**src/rtl/bcd_pkg.sv**
```systemverilog
`default_nettype none

package bcd_pkg;

    // Configuration register indexes
    localparam logic [2:0] REG_STACK_MODE    = 3'd0;
    localparam logic [2:0] REG_STACK_COLOR_0 = 3'd1;
    localparam logic [2:0] REG_STACK_COLOR_1 = 3'd2;
    localparam logic [2:0] REG_STACK_COLOR_2 = 3'd3;
    localparam logic [2:0] REG_STACK_COLOR_3 = 3'd4;

    localparam logic [13:0] SQUARES_SEL_MASK = 14'h1800;
    localparam logic [13:0] SQUARES_SEL_CODE = 14'h1000;
    localparam logic [13:0] ROM_BASE         = 14'h3000;
    localparam logic [13:0] STACK_ROM_MASK   = 14'h07F8;
    localparam logic [13:0] GLYPH_MASK       = 14'h01F8;
    localparam logic [4:0]  FG_MARK          = 5'h10;
    localparam logic [2:0]  STACK_SQUARE     = 3'd7;

    typedef struct packed {
        logic [4:0]  tile_col;
        logic [3:0]  tile_row;
        logic        squares_mode;
        logic        from_rom;
        logic [13:0] glyph_address;
        logic [4:0]  fore_color;
        logic [3:0]  back_color;
        logic [4:0]  square_color_0;
        logic [4:0]  square_color_1;
        logic [4:0]  square_color_2;
        logic [4:0]  square_color_3;
    } result_t;

    // A square of color 7 shows the current stack color without the foreground mark
    function automatic logic [4:0] square_color(input logic [2:0] c, input logic [3:0] cs);
        logic [4:0] res;
        if (c == STACK_SQUARE)
        begin
            res = {1'b0, cs};
        end
        else
        begin
            res = FG_MARK | {2'b00, c};
        end
        return res;
    endfunction

endpackage

`default_nettype wire

```
**src/rtl/background_card_decoder_unit.sv**
```systemverilog
// Background card decoder.
// Input stream: one card word per transaction, s_tdata[13:0] = card_word,
// s_tuser[0] = frame_start (clears stack pointer, column and row before the
// card is decoded). Output stream: one decoded result per input card, with
// m_tuser[0] = squares_mode and the remaining fields packed in m_tdata.
// Configuration: cfg_valid/cfg_ready write channel, cfg_index selects
// stack_mode (0) or stack colors 0..3 (1..4); other indexes are dropped.
// cfg_ready is always high; write only while the block is idle.
// m_tvalid rises in the cycle after an input transaction. Throughput: one card
// per cycle while the receiver does not stall, set by the single output register;
// the decode, the pointer step and the tile counters are all combinational.
// Reset: config registers, stack pointer and tile counters clear, m_tvalid low; the payload register is not reset.
// When the receiver stalls, the output register holds its result and
// s_tready drops until the result is taken; s_tready is high in a cycle in
// which the held result leaves, so the stream keeps full rate.
`default_nettype none

module background_card_decoder_unit #(
    parameter int TILES_PER_ROW = 20,
    parameter int TILE_ROWS     = 12
) (
    input  wire logic        clk,
    input  wire logic        rst_n,
    // configuration write channel
    input  wire logic        cfg_valid,
    output logic             cfg_ready,
    input  wire logic [2:0]  cfg_index,
    input  wire logic [3:0]  cfg_data,
    // input stream
    input  wire logic        s_tvalid,
    output logic             s_tready,
    input  wire logic [15:0] s_tdata,   // [13:0] card_word, [15:14] zero
    input  wire logic [0:0]  s_tuser,   // [0] frame_start
    // output stream
    output logic             m_tvalid,
    input  wire logic        m_tready,
    output logic [55:0]      m_tdata,   // [4:0] tile_col, [8:5] tile_row, [9] from_rom,
                                        // [23:10] glyph_address, [28:24] fore_color,
                                        // [32:29] back_color, [37:33] square_color_0,
                                        // [42:38] square_color_1, [47:43] square_color_2,
                                        // [52:48] square_color_3, [55:53] zero
    output logic [0:0]       m_tuser    // [0] squares_mode
);

    localparam logic [4:0] COL_LAST = 5'(TILES_PER_ROW - 1);
    localparam logic [3:0] ROW_LAST = 4'(TILE_ROWS - 1);
    localparam logic [4:0] COL_AFTER_FIRST = (TILES_PER_ROW == 1) ? 5'd0 : 5'd1;

    logic                 stack_mode_reg;
    logic [3:0]           stack_color_reg [4];
    logic [1:0]           ptr_reg;
    logic [1:0]           ptr_next;
    logic [4:0]           col_reg;
    logic [4:0]           col_next;
    logic [3:0]           row_reg;
    logic [3:0]           row_next;
    logic                 out_valid_reg;
    bcd_pkg::result_t     out_reg;
    bcd_pkg::result_t     out_next;

    logic        in_accept;
    logic [13:0] card;
    logic        fs;
    logic [1:0]  ptr_base;
    logic [4:0]  col_base;
    logic [3:0]  row_base;
    logic        is_squares;
    logic [3:0]  cs;

    assign cfg_ready = 1'b1;
    assign s_tready  = !out_valid_reg || m_tready;
    assign in_accept = s_tvalid && s_tready;
    assign card      = s_tdata[13:0];
    assign fs        = s_tuser[0];

    always_ff @(posedge clk or negedge rst_n)
    begin
        if (!rst_n)
        begin
            stack_mode_reg     <= 1'b0;
            stack_color_reg[0] <= 4'd0;
            stack_color_reg[1] <= 4'd0;
            stack_color_reg[2] <= 4'd0;
            stack_color_reg[3] <= 4'd0;
        end
        else if (cfg_valid && cfg_ready)
        begin
            case (cfg_index)
                bcd_pkg::REG_STACK_MODE:    stack_mode_reg     <= cfg_data[0];
                bcd_pkg::REG_STACK_COLOR_0: stack_color_reg[0] <= cfg_data;
                bcd_pkg::REG_STACK_COLOR_1: stack_color_reg[1] <= cfg_data;
                bcd_pkg::REG_STACK_COLOR_2: stack_color_reg[2] <= cfg_data;
                bcd_pkg::REG_STACK_COLOR_3: stack_color_reg[3] <= cfg_data;
                default: ;
            endcase
        end
    end

    always_comb
    begin
        ptr_base   = fs ? 2'd0 : ptr_reg;
        col_base   = fs ? 5'd0 : col_reg;
        row_base   = fs ? 4'd0 : row_reg;
        is_squares = stack_mode_reg
                     && ((card & bcd_pkg::SQUARES_SEL_MASK) == bcd_pkg::SQUARES_SEL_CODE);

        // advance the pointer on a stack-mode glyph card with bit 13 set
        ptr_next = ptr_base;
        if (stack_mode_reg && !is_squares && card[13])
        begin
            ptr_next = ptr_base + 2'd1;
        end
        cs = stack_color_reg[ptr_next];

        if (col_base == COL_LAST)
        begin
            col_next = 5'd0;
            row_next = (row_base == ROW_LAST) ? 4'd0 : row_base + 4'd1;
        end
        else
        begin
            col_next = col_base + 5'd1;
            row_next = row_base;
        end

        out_next                = '0;
        out_next.tile_col       = col_base;
        out_next.tile_row       = row_base;
        out_next.squares_mode   = is_squares;
        if (is_squares)
        begin
            out_next.square_color_0 = bcd_pkg::square_color(card[2:0], cs);
            out_next.square_color_1 = bcd_pkg::square_color(card[5:3], cs);
            out_next.square_color_2 = bcd_pkg::square_color(card[8:6], cs);
            out_next.square_color_3 = bcd_pkg::square_color({card[13], card[10:9]}, cs);
        end
        else if (stack_mode_reg)
        begin
            out_next.from_rom      = !card[11];
            out_next.glyph_address = card[11] ? (card & bcd_pkg::GLYPH_MASK)
                                   : (bcd_pkg::ROM_BASE | (card & bcd_pkg::STACK_ROM_MASK));
            out_next.fore_color    = bcd_pkg::FG_MARK | {1'b0, card[12], card[2:0]};
            out_next.back_color    = cs;
        end
        else
        begin
            out_next.from_rom      = !card[11];
            out_next.glyph_address = card[11] ? (card & bcd_pkg::GLYPH_MASK)
                                   : (bcd_pkg::ROM_BASE | (card & bcd_pkg::GLYPH_MASK));
            out_next.fore_color    = bcd_pkg::FG_MARK | {2'b00, card[2:0]};
            out_next.back_color    = {card[12], card[13], card[10], card[9]};
        end
    end

    always_ff @(posedge clk or negedge rst_n)
    begin
        if (!rst_n)
        begin
            ptr_reg       <= 2'd0;
            col_reg       <= 5'd0;
            row_reg       <= 4'd0;
            out_valid_reg <= 1'b0;
        end
        else
        begin
            if (in_accept)
            begin
                ptr_reg       <= ptr_next;
                col_reg       <= col_next;
                row_reg       <= row_next;
                out_valid_reg <= 1'b1;
            end
            else if (m_tready)
            begin
                out_valid_reg <= 1'b0;
            end
        end
    end

    // payload register: load on every accepted card
    always_ff @(posedge clk)
    begin
        if (in_accept)
        begin
            out_reg <= out_next;
        end
    end

    assign m_tvalid   = out_valid_reg;
    assign m_tuser[0] = out_reg.squares_mode;
    assign m_tdata    = {3'b000,
                         out_reg.square_color_3,
                         out_reg.square_color_2,
                         out_reg.square_color_1,
                         out_reg.square_color_0,
                         out_reg.back_color,
                         out_reg.fore_color,
                         out_reg.glyph_address,
                         out_reg.from_rom,
                         out_reg.tile_row,
                         out_reg.tile_col};

    a_col_range: assert property (@(posedge clk) disable iff (!rst_n)
        col_reg <= COL_LAST)
        else $error("column counter out of range");

    a_row_range: assert property (@(posedge clk) disable iff (!rst_n)
        row_reg <= ROW_LAST)
        else $error("row counter out of range");

    a_frame_restart: assert property (@(posedge clk) disable iff (!rst_n)
        (in_accept && fs) |=> (col_reg == COL_AFTER_FIRST) && (m_tdata[4:0] == 5'd0))
        else $error("frame start did not restart the tile counters");

    a_fgbg_ptr_hold: assert property (@(posedge clk) disable iff (!rst_n)
        (in_accept && !fs && !stack_mode_reg) |=> $stable(ptr_reg))
        else $error("stack pointer moved in foreground/background mode");

endmodule

`default_nettype wire

```
**config.mk**
```make
export PLATFORM = sky130hd
export DESIGN_NAME = background_card_decoder_unit
export DESIGN_NICKNAME = d
export VERILOG_FILES = /design/src/rtl/bcd_pkg.sv /design/src/rtl/background_card_decoder_unit.sv
export SDC_FILE = /design/constraint.sdc
export NUM_CORES = 1
export LEC_CHECK = 0
export ABC_AREA = 1
export BUFFER_PORTS_ARGS = -buffer_cell sky130_fd_sc_hd__buf_4
export CORE_UTILIZATION = 32
export CTS_CLUSTER_DIAMETER = 150
export DETAILED_ROUTE_END_ITERATION = 6
export HOLD_SLACK_MARGIN = 0.03
export PLACE_DENSITY_LB_ADDON = 0.05
export SLEW_MARGIN = 10
export SYNTH_ARGS = -nofsm -noshare
export SYNTH_HDL_FRONTEND = slang
export SYNTH_SLANG_ARGS = --single-unit
```
**constraint.sdc**
```tcl
create_clock -name clk -period 2.96 [get_ports clk]
set_input_delay 0.74 -clock clk [delete_from_list [all_inputs] [get_ports clk]]
set_output_delay 0.74 -clock clk [all_outputs]
set_load 0.005 [all_outputs]
```
After elaboration in Yosys (flattened, before gate mapping)
Cells that the tools add are included.
{"block": "word_totals", "register_bits": 83, "in_bits": 29, "out_inout_bits": 60, "wordCells": 81}
{"block": "op_classes", "n_addsub": 3, "n_lt_le_gt_ge": 1, "eq_ne": 11, "mux": 19, "bitwise_logic": 2, "n_reduce_logical": 20}
{"operator": "two-way mux 5 bit", "n": 6}
{"operator": "two-way mux 14 bit", "n": 2}
{"operator": "two-way mux 23 bit", "n": 1}
{"operator": "two-way mux 4 bit", "n": 5}
{"operator": "AND reduction 2 bit", "n": 9}
{"operator": "== test 3 bit, second input constant", "n": 5}
{"operator": "binary-select mux 4 bit (select 2 bit)", "n": 1}
{"operator": "== test 3 x 2 -> 1 bit, second input constant", "n": 2}
{"operator": "adder 5 x 1 -> 5 bit, second input constant", "n": 1}
{"operator": "== test 5 bit, second input constant", "n": 1}
{"operator": "adder 4 x 1 -> 4 bit, second input constant", "n": 1}
{"operator": "== test 4 bit, second input constant", "n": 1}
{"operator": "logical AND 1 bit", "n": 4}
{"operator": "two-way mux 2 bit", "n": 2}
{"operator": "== test 3 x 1 -> 1 bit, second input constant", "n": 1}
{"operator": ">= comparator 3 bit, second input constant", "n": 1}
{"operator": "logical NOT 1 bit", "n": 3}
{"operator": "logical NOT 3 bit", "n": 1}
{"operator": "NOT 2 -> 3 bit", "n": 1}
{"operator": "adder 2 x 1 -> 2 bit, second input constant", "n": 1}
{"operator": "== test 2 bit, second input constant", "n": 1}
{"operator": "two-way mux 1 bit", "n": 2}
{"operator": "nonzero test 2 bit", "n": 1}
{"operator": "OR reduction 2 bit", "n": 1}
{"operator": "other kinds (2)", "n": 2}

Longest topological paths before layout
{"block": "logic_depth", "ltp_word": 11, "ltp_mapped": 12, "ltp_nobuf": 11}

Worst setup path after synthesis
No wires, ideal clock.
{"block": "synth_path", "path_kind": "input to register", "start": "in m_tready", "end": "reg out_reg (netlist bit m_tdata[0]) (enable)", "setup_time_ns": 0.432, "arrival_ns": 2.564, "required_time_ns": 2.528, "path_slack_ns": -0.036, "path_stages": 5, "path_buffers": 1, "path_cell_list": "inv_1 -> nand2_1 -> nand2_1 -> inv_1 -> clkbuf_1"}
{"block": "synth_via", "elab_chain_cells": 2}
{"item": "start: declaration", "line": "background_card_decoder_unit.sv:36", "text": "input wire logic m_tready,"}
{"item": "logical OR 1 bit", "line": "background_card_decoder_unit.sv:71", "text": "assign s_tready = !out_valid_reg || m_tready;"}
{"item": "via s_tready", "line": "background_card_decoder_unit.sv:31", "text": "output logic s_tready,"}
{"item": "logical AND 1 bit", "line": "background_card_decoder_unit.sv:72", "text": "assign in_accept = s_tvalid && s_tready;"}
{"item": "via in_accept", "line": "background_card_decoder_unit.sv:61", "text": "logic in_accept;"}
{"item": "end signal: assignment", "line": "background_card_decoder_unit.sv:185", "text": "out_reg <= out_next;"}
{"item": "end: declaration", "line": "background_card_decoder_unit.sv:58", "text": "bcd_pkg::result_t out_reg;"}
The timed path passes the listed nets, and every way through them passes these cells.
A chain may end at the register's enable or synchronous reset.

Worst setup path after layout
{"block": "layout_path", "start": "in s_tuser", "end": "reg row_reg[2]"}
{"block": "layout_via", "elab_cells_between_ends": 7, "classes_between": "add/sub: 1; eq/ne: 2; mux: 4"}
{"item": "start: declaration", "line": "background_card_decoder_unit.sv:33", "text": "input wire logic [0:0] s_tuser,"}
{"item": "two-way mux 5 bit", "line": "background_card_decoder_unit.sv:102", "text": "col_base = fs ? 5'd0 : col_reg;"}
{"item": "via col_base[1]", "line": "background_card_decoder_unit.sv:65", "text": "logic [4:0] col_base;"}
{"item": "== test 5 bit", "line": "background_card_decoder_unit.sv:115", "text": "if (col_base == COL_LAST)"}
{"item": "two-way mux 4 bit", "line": "background_card_decoder_unit.sv:115"}
{"item": "end signal: assignment", "line": "background_card_decoder_unit.sv:170", "text": "row_reg <= row_next;"}
{"item": "end: declaration", "line": "background_card_decoder_unit.sv:55", "text": "logic [3:0] row_reg;"}
The timed path passes the listed nets, and every way through them passes these cells.

==> results.py <==
metrics = {
    "outcome": {
        "status": "completed",
    },
    "cts": {
        "ctsHoldBuffers": 0,
        "cts_tree": "built",
        "clock-root-buffer": "clkbuf_8",
        "clk_latency_ns": 0.34,
        "numClockSinks": 78,
        "htree_levels": 3,
        "cts_resized": 0,
        "clockBufferDepth": 2,
        "post_cts_buffers": 0,
        "numCtsBuffers": 9,
        "clkTransAtPathRegs_ns": 0.08,
    },
    "logic_synthesis": {
        "synth_fa_ha_area_frac": 0.00695,
        "syn_avg_cell_area_um2": 9.73,
        "synth-simple-area-share": 0.227,
        "yosysTopAreaCell": "edfxtp_1",
        "synth_compound_area_frac": 0.0546,
        "synthMuxAreaShare": 0,
        "synth-seq-cells": 78,
        "ys_top_cells_by_area": "edfxtp_1 41%, dfrtp_1 20%, nand2_1 9.2%, inv_1 5.4%, nand3_1 5.0%",
        "seq_area_frac_synth": 0.610,
        "synthCells": 370,
        "synth_top_family_by_area": "simple AND/OR/NAND/NOR gates",
        "syn_area_um2": 3600,
        "synth_xor_area_frac": 0.00730,
        "yosysUniqueCellTypes": 29,
        "yosysWarningCount": 0,
        "synth_top_cell_area_share": 0.409,
    },
    "routing": {
        "drtAntennaViolNets": 0,
        "drt-initial-drc-count": 91,
        "wirelength_um": 7430,
        "wl_per_cell_um": 12.4,
        "drc": 0,
        "dr.pass1.iters": 4,
        "detailroute.via_count": 2618,
        "viasPerCell": 4.37,
    },
    "floorplan": {
        "die_x_um": 108,
        "start_util": 0.331,
        "design.core.area_um2": 10900,
        "num_rows": 38,
        "die_area_um2": 11700,
        "fp.dieH_um": 108,
        "ios": 89,
    },
    "placed_design": {
        "dp_cells": 583,
        "port_buffers": 78,
        "place_congestion": 0.708,
        "postPlaceCellArea_um2": 4320,
        "dp_hpwl_um": 5710,
    },
    "global_route": {
        "track_usage": 0.137,
        "grt_max_degree": 30,
        "grt_pass1_vias": 2523,
        "grt_overflow": 0,
        "antenna_found_initial": 0,
        "grt_pass1_wl_um": 12200,
    },
    "worst_setup_path": {
        "critPathKind": "input port to flip-flop",
        "required_ns": 3.18,
        "crit_top_cell": "nor2_1",
        "max_stage_delay_ns": 0.27,
        "endpoint_kind": "flip-flop",
        "crit_fanout": 8,
        "reg2reg_depth": 6,
        "critPathLaunchType": "input port",
        "cp_slowest_cell": "ha_1",
        "worst_ep_arrival_time_ns": 2.07,
        "path_cells": "buf_4 -> nor2_1 -> ha_1 -> nand4_1 -> nor2_1 -> o21ai_0 -> o211ai_1 -> o21ai_1",
    },
    "sta": {
        "finalHoldViolCount": 0,
        "setup_viol": 0,
        "skew_ns": 0.0129,
        "period_needed_ns": 1.85,
        "rsz0062_at_grt": "false",
        "fin_crit_sh": 0.626,
        "max_freq_mhz": 540,
        "slew_viol_final": 0,
        "tns_ns": 0,
    },
    "finish": {
        "fin_nets": 485,
        "drive_above_1_share": 0.266,
        "final_cells": 599,
        "seqCellArea_um2": 2200,
        "num_antenna_cells": 0,
        "layout_common_cells": "88 x nand2_1, 80 x buf_4, 51 x inv_1",
        "syn2layout_area_growth_pct": 25.2,
        "final_common_cell": "nand2_1",
        "design_area_um2": 4510,
        "largest_reg_flops": 48,
        "multiInputGateArea_um2": 1100,
        "fillCellCount": 1154,
    },
    "power_and_ir_drop": {
        "p_per_area_nw_per_um2": 574,
        "irDropWorstVdd_uv": 219,
        "p_leak_nw": 2.17,
        "p_total_mw": 2.59,
    },
    "job": {
        "drv_cap": 0,
    },
    "worst_hold_path": {
        "hp-class": "input port to asynchronous set/reset pin",
    },
}
-- worst paths after layout --
| kind | from | end | slack [ns] |
|---|---|---|---|
| min in group clk | stack_color_reg[2] | stack_color_reg[2] | 0.49 |
| hold / removal | rst_n | row_reg[2] | 0.31 |
| hold reg to reg | stack_color_reg[2] | stack_color_reg[2] | 0.49 |
| setup reg to reg | stack_mode_reg | m_tdata[48] | 1.20 |
| max in group asynchronous | rst_n | stack_color_reg[3] | 2.36 |
| setup / recovery | s_tuser | row_reg[2] | 1.11 |
-- critical path, delay by kind of cell --
| kind | cells | cell delay (ns) |
|---|---|---|
| AOI/OAI and AO/OA | 3 | 0.30 |
| adders and majority gates | 1 | 0.27 |
| buffers and inverters | 1 | 0.16 |
| and+or+nand+nor | 3 | 0.60 |
-- routing by layer --
metal  wire length, um  part of all wire  track usage
met5                 0                 0            0
met4               123             0.017       0.0568
met3               364             0.049       0.0307
met2              3470              0.47        0.221
met1              3470              0.47        0.176
-- where the power goes --
part	internal, mW	switching (mW)
combinational	0.186	0.276
sequential	1.29	0.0619
clock	0.388	0.389
total	1.86	0.727
-- cell usage after synthesis, drive strengths merged --
library cell,number
nand2,94
inv,59
edfxtp,49
nand3,44
o21ai,33
nor2,32
dfrtp,29
buf,12
a21oi,2
clkbuf,2
conb,2
ha,2
nand4,2
nor3,2
o211ai,2
xor2,2
a31oi,1
xnor2,1
-- layout make-up --
class | instances | share of cell area
repair buffers | 81 | 0.138
clock inverters | 6 | 0.0142
inverters | 59 | 0.0502
well taps | 140 | 0.0389
flip-flops and latches | 78 | 0.488
clock buffers | 10 | 0.0283
multi-input cells | 225 | 0.243
-- through the flow --
step            util  setup WS [ns]  hold WS (ns)
2_1_floorplan      -          0.778         0.444
3_3_place_gp   0.396          0.754         0.470
3_5_place_dp   0.396          0.752         0.474
4_1_cts        0.414           1.12         0.315
5_1_grt        0.414          0.935         0.321
6_report       0.414           1.11         0.312
-- logic make-up after synthesis --
logic type      count (synthesis)
xor+xnor                        3
fa+ha+maj                       2
other cells                     2
buf+inv                        73
flops                          78
simple gates                  174
compound gates                 38
(Power assumes the default switching activity.)
